[src/rlan_pkg.sv]
package rlan_pkg;

    localparam int WINDOW_DEPTH_DEF = 1024;
    localparam int SAMPLE_BITS_DEF  = 16;

    localparam int WLEN_BITS  = 11;
    localparam int COEF_BITS  = 16;
    localparam int LEVEL_BITS = 16;

    localparam logic [1:0] REG_WINDOW_LEN = 2'd0;
    localparam logic [1:0] REG_DECAY      = 2'd1;
    localparam logic [1:0] REG_THRESHOLD  = 2'd2;

    localparam logic [WLEN_BITS-1:0] WINDOW_LEN_RST = 11'd1024;
    localparam logic [COEF_BITS-1:0] DECAY_RST      = 16'd328;
    localparam logic [COEF_BITS-1:0] THRESHOLD_RST  = 16'd3277;

    localparam logic ACTION_PUSH   = 1'b0;
    localparam logic ACTION_UPDATE = 1'b1;

    typedef struct packed {
        logic clear_step;
        logic push;
        logic acc_start;
        logic acc_step;
        logic div_start;
        logic div_step;
        logic sqrt_start;
        logic sqrt_step;
        logic track;
        logic nrm_start;
        logic nrm_step;
        logic finish;
    } rlan_cmd_t;

    typedef struct packed {
        logic clear_done;
        logic acc_done;
        logic iter_done;
    } rlan_sts_t;

endpackage

[src/rlan_ctrl.sv]
module rlan_ctrl (
    input  logic              aclk,
    input  logic              aresetn,
    input  logic              in_valid,
    input  logic              in_action,
    output logic              in_ready,
    output logic              out_valid,
    input  logic              out_ready,
    input  rlan_pkg::rlan_sts_t sts,
    output rlan_pkg::rlan_cmd_t cmd
);
    import rlan_pkg::*;

    localparam logic [3:0] ST_CLEAR = 4'd0;
    localparam logic [3:0] ST_IDLE  = 4'd1;
    localparam logic [3:0] ST_ACC   = 4'd2;
    localparam logic [3:0] ST_DIVS  = 4'd3;
    localparam logic [3:0] ST_DIV   = 4'd4;
    localparam logic [3:0] ST_SQS   = 4'd5;
    localparam logic [3:0] ST_SQ    = 4'd6;
    localparam logic [3:0] ST_TRACK = 4'd7;
    localparam logic [3:0] ST_NRMS  = 4'd8;
    localparam logic [3:0] ST_NRM   = 4'd9;
    localparam logic [3:0] ST_OUT   = 4'd10;

    logic [3:0] state_reg, state_next;
    logic       accept;

    assign in_ready  = (state_reg == ST_IDLE);
    assign out_valid = (state_reg == ST_OUT);
    assign accept    = in_valid && in_ready;

    always_comb begin
        cmd        = '0;
        state_next = state_reg;
        case (state_reg)
            ST_CLEAR: begin
                cmd.clear_step = 1'b1;
                if (sts.clear_done) state_next = ST_IDLE;
            end
            ST_IDLE: begin
                if (accept) begin
                    if (in_action == ACTION_PUSH) begin
                        cmd.push = 1'b1;
                    end else begin
                        cmd.acc_start = 1'b1;
                        state_next = ST_ACC;
                    end
                end
            end
            ST_ACC: begin
                cmd.acc_step = 1'b1;
                if (sts.acc_done) state_next = ST_DIVS;
            end
            ST_DIVS: begin
                cmd.div_start = 1'b1;
                state_next = ST_DIV;
            end
            ST_DIV: begin
                cmd.div_step = 1'b1;
                if (sts.iter_done) state_next = ST_SQS;
            end
            ST_SQS: begin
                cmd.sqrt_start = 1'b1;
                state_next = ST_SQ;
            end
            ST_SQ: begin
                cmd.sqrt_step = 1'b1;
                if (sts.iter_done) state_next = ST_TRACK;
            end
            ST_TRACK: begin
                cmd.track = 1'b1;
                state_next = ST_NRMS;
            end
            ST_NRMS: begin
                cmd.nrm_start = 1'b1;
                state_next = ST_NRM;
            end
            ST_NRM: begin
                cmd.nrm_step = 1'b1;
                if (sts.iter_done) begin
                    cmd.finish = 1'b1;
                    state_next = ST_OUT;
                end
            end
            ST_OUT: begin
                if (out_ready) state_next = ST_IDLE;
            end
            default: state_next = ST_IDLE;
        endcase
    end

    always_ff @(posedge aclk) begin
        if (!aresetn) state_reg <= ST_CLEAR;
        else          state_reg <= state_next;
    end

    a_no_accept_busy: assert property (@(posedge aclk) disable iff (!aresetn)
        (state_reg != ST_IDLE) |-> !in_ready)
        else $error("input accepted while busy");
    a_out_holds: assert property (@(posedge aclk) disable iff (!aresetn)
        (out_valid && !out_ready) |=> out_valid)
        else $error("result dropped");
    a_update_starts: assert property (@(posedge aclk) disable iff (!aresetn)
        (accept && in_action == ACTION_UPDATE) |=> (state_reg == ST_ACC))
        else $error("update did not start accumulation");
endmodule

[config.mk]
export PLATFORM = sky130hd
export DESIGN_NAME = rlan_ctrl
export DESIGN_NICKNAME = d
export VERILOG_FILES = /design/src/rlan_pkg.sv /design/src/rlan_ctrl.sv
export SDC_FILE = /design/constraint.sdc
export NUM_CORES = 1
export LEC_CHECK = 0
export BUFFER_PORTS_ARGS = -buffer_cell sky130_fd_sc_hd__buf_2
export CAP_MARGIN = 20
export CORE_AREA = 2 2 39 41
export DETAILED_ROUTE_END_ITERATION = 7
export DIE_AREA = 0 0 41 43
export PLACE_DENSITY_LB_ADDON = 0.1
export SLEW_MARGIN = 40
export SYNTH_ARGS = -nofsm -noshare
export SYNTH_HDL_FRONTEND = slang
export SYNTH_SLANG_ARGS = --single-unit
[constraint.sdc]
create_clock -name aclk -period 1.6 [get_ports aclk]
set_input_delay 0 -clock aclk [delete_from_list [all_inputs] [get_ports aclk]]
set_output_delay 0 -clock aclk [all_outputs]
set_load 0.01 [all_outputs]
== Word level (Yosys, flattened, before mapping) ==
Cells that the tools add are included.

* Word-level logic and storage cells: 45
* Register bits: 4
* Output and inout port bits: 14
* Bits of input ports: 8

* Multiplexer cells: 23
* Reductions and logical operators: 3
* Equality and inequality tests: 18

{| class="wikitable"
|+ Operator list
! kind !! count
|-
| 4-bit case mux with 11 select lines || 1
|-
| 4-bit two-way mux || 8
|-
| 4-bit by 3-bit equality test with 1-bit output, second input constant || 4
|-
| 4-bit equality test, second input constant || 3
|-
| 2-bit != test, second input constant || 6
|-
| 1-bit two-way mux || 11
|-
| 4-bit by 2-bit equality test with 1-bit output, second input constant || 2
|-
| 8-bit AND reduction || 1
|-
| 2-bit two-way mux || 3
|-
| 4-bit by 1-bit equality test with 1-bit output, second input constant || 1
|-
| 4-bit logical NOT || 1
|-
| 2-bit by 1-bit != test with 1-bit output, second input constant || 2
|-
| 1-bit logical AND || 1
|}

== Depth between registers and ports, before layout ==
* Depth after elaboration: 4
* Gate-level depth with buffers: 5
* Gate-level depth less buffers: 4

== Worst setup path after synthesis ==
Ideal clock, no wire load.

* Path kind: reg-to-reg
* Start: register state_reg[0]
* End: register state_reg[0]
* Slack: 272 ps
* Path buffers: 1
* Data required time: 1481 ps
* Library setup time: 119 ps
* Arrival: 1209 ps
* Period minus slack after synthesis: 1328 ps
* Stages on the path, launching flop included: 6
* Cell sequence: dfxtp_1 buf_6 or2_4 nor3_2 a222oi_1 o221a_1

* Word-level cells in the longest chain between the ends: 4
* Elaborated cells between the ends (all ways): 22
* Classes of those cells: 18 x eq/ne; 1 x mux; 3 x reduce/logical

{| class="wikitable"
|+ Ends and longest elaborated chain
! element !! RTL line !! RTL
|-
| start, declared || rlan_ctrl.sv:26 || <nowiki>logic [3:0] state_reg, state_next;</nowiki>
|-
| start signal, assigned || rlan_ctrl.sv:95 || <nowiki>else state_reg <= state_next;</nowiki>
|-
| 4-bit by 1-bit equality test with 1-bit output || rlan_ctrl.sv:29, rlan_ctrl.sv:36 ||
|-
| 1-bit logical AND || rlan_ctrl.sv:31 || <nowiki>assign accept = in_valid && in_ready;</nowiki>
|-
| 2-bit by 1-bit != test with 1-bit output (no line) || -- ||
|-
| 8-bit AND reduction (no line) || -- ||
|}

Several ways; a longest one is shown, not always the timed one.
A chain may end at the register's enable or synchronous reset.

==> run summary <==
Origin of the critical flop-to-flop path: state_reg[3]
Vias/cell: 4.74
Slew margin rel.: 0.690
Antenna diodes: 0
Placed Cells: 87
Final hold viol count: 0
Area Growth Syn to Fin: 38.2%
Post-CTS setup buffers: 0
TritonCTS clock tree: done
Die X: 41 µm
Hold_sp: aresetn
Minimum clock period: 1450 ps
Crit path required time: 1600 ps
Nets: 84
Clock sink total: 4
Max-Cap Viols: 0
Inserted Clock Buffers: 3
Most frequent cells in the layout: buf_2, nand2_1, nor2_1
Port Buffer Count: 21
Worst setup path startpoint: state_reg[1]
Startpoint Class: register
Wire per inst: 11.9 µm
Synth Flop Type: dfxtp_1
Mean Syn Cell Area: 7.70 µm²
Final period utilization: 0.908
Lkg Pwr: 0.277 nW
Vias in the first global route: 397
Cts hold-fix bufs: 0
Die area: 1760 µm²
H-tree levels: 1
Max clock buf depth: 2
Ys Warns: 0
Hold WC Path Type: in2reg
Antenna violation net count after detailed routing: 0
Seq/Total Area, Yosys: 0.204
Fmax: 0.688 GHz
Via count: 427
Starting Density: 0.284
Power per cell area: 1390 nW/µm²
Die Y-Extent: 43 µm
Synthesized cell area: 393 µm²
Root Buffer: clkbuf_4
CTS clk-pin slew, worst paths: 40 ps
Run status: finished clean
RD Place Congestion: 0.748
FFs w/ async S/R, synth: 0
Number of DRC markers in iteration 0: 14
Number of flip-flops in the largest register: 4
Top Ports: 22
CP Capture Type: primary output
Final setup TNS: 0 ps
Final setup viols: 0
Worst-Skew Late Latency: 240 ps
Synth Register Bits: 4
RSZ-0062 raised after global routing: false
Pre-Repair DR Iteration Count: 4
Final Instance Count excl. Fillers: 90
First-pass GRT wire length: 1690 µm
Post-Syn Instances: 51
Largest net degree at the start of global routing: 13
CP Data Arrival Time: 1450 ps
Row count: 14
Worst vdd ir: 0.400 mV
Drt drc: 0
Synth Net Count: 59
Worst-path maximum fanout: 12
Commonest non-fill, non-tap cell in the layout: buf_2
Clock skew: 6.77 ps
Post-synth cell types: 26
Grt ovf: 0
Core Region: 1380 µm²
Kind of critical path: reg2out
Post-detail-place hpwl: 791 µm
Final WL: 1080 µm
Max-slew violations: 0
Layout cell share with drive strength beyond 1: 0.446
EDFF count, synth: 0
Worst-margin pin slew: 465 ps
Total track usage: 0.140
Final Util: 0.392
Initial antenna violation count: 0
[timing repair]
action                     in CTS  in global routing
hold endpoints to repair        0                  0
setup endpoints to repair       0                  3
resized for setup               0                  2
[metrics by stage]
step	setup WS, ps	cell area, µm²	power, W	hold WS [ps]
after global placement	205	507	0.000600	256
final	147	543	0.000754	42.0
after floorplan	272	393	0.000490	47.5
after global routing	13.4	543	0.000816	55.5
after CTS	60.9	529	0.000739	36.9
after detailed placement	134	507	0.000598	260
[path summary, 6_finish.rpt]
check	to	slack, ps	cells after the start
hold / removal	state_reg[3]	40	2
setup reg to reg	state_reg[0]	150	4
setup / recovery	cmd[9]	150	4
hold reg to reg	state_reg[1]	750	3
[worst max-delay path, stage by stage, from the launching register on]
cell	delay, ps
dfxtp_1	430
nor4b_4	350
buf_4	170
and3_1	140
buf_2	120
[routing by layer]
layer | global-route usage | part of all wire | vias to the layer above
met3 | 0 | 0.053 | 0
li1 | - | - | 225
met5 | 0 | 0 | -
met2 | 0.191 | 0.47 | 17
met4 | 0.120 | 0 | 0
met1 | 0.195 | 0.48 | 185
[layout make-up]
class                   count  area, µm²
well taps                  16       20.0
multi-input cells          42        289
inverters                   1       3.75
fillers                   150        841
flip-flops and latches      4       80.1
repair buffers             24        128
clock buffers               3       22.5
[where the power goes]
group          switching [W]  leakage (nW)  internal (W)  total [W]
Combinational       0.000197         0.231      0.000216   0.000413
Sequential         0.0000805        0.0328      0.000128   0.000208
Clock              0.0000479        0.0138     0.0000844   0.000132
Total               0.000326         0.277      0.000428   0.000754
[kinds of logic (layout without fill, tap and decap cells)]
group                  after synthesis  in the layout  synth area share
multiplexers                         1              1            0.0255
AND/OR/NAND/NOR                     32             32             0.465
AO/OA/AOI/OAI                        8              8             0.188
buffers and inverters                5             28            0.0955
XOR/XNOR                             1              1            0.0223
flip-flops                           4              4             0.204
[cell usage after synthesis (2+ instances only)]
cell type	instances	area share
nand2b_1	2	0.032
nor3b_1	3	0.057
and2_1	3	0.048
buf_4	3	0.057
and3_1	2	0.032
nor2_1	8	0.076
dfxtp_1	4	0.20
nand2_1	8	0.076
No activity file was read; power rests on OpenSTA's default activity.
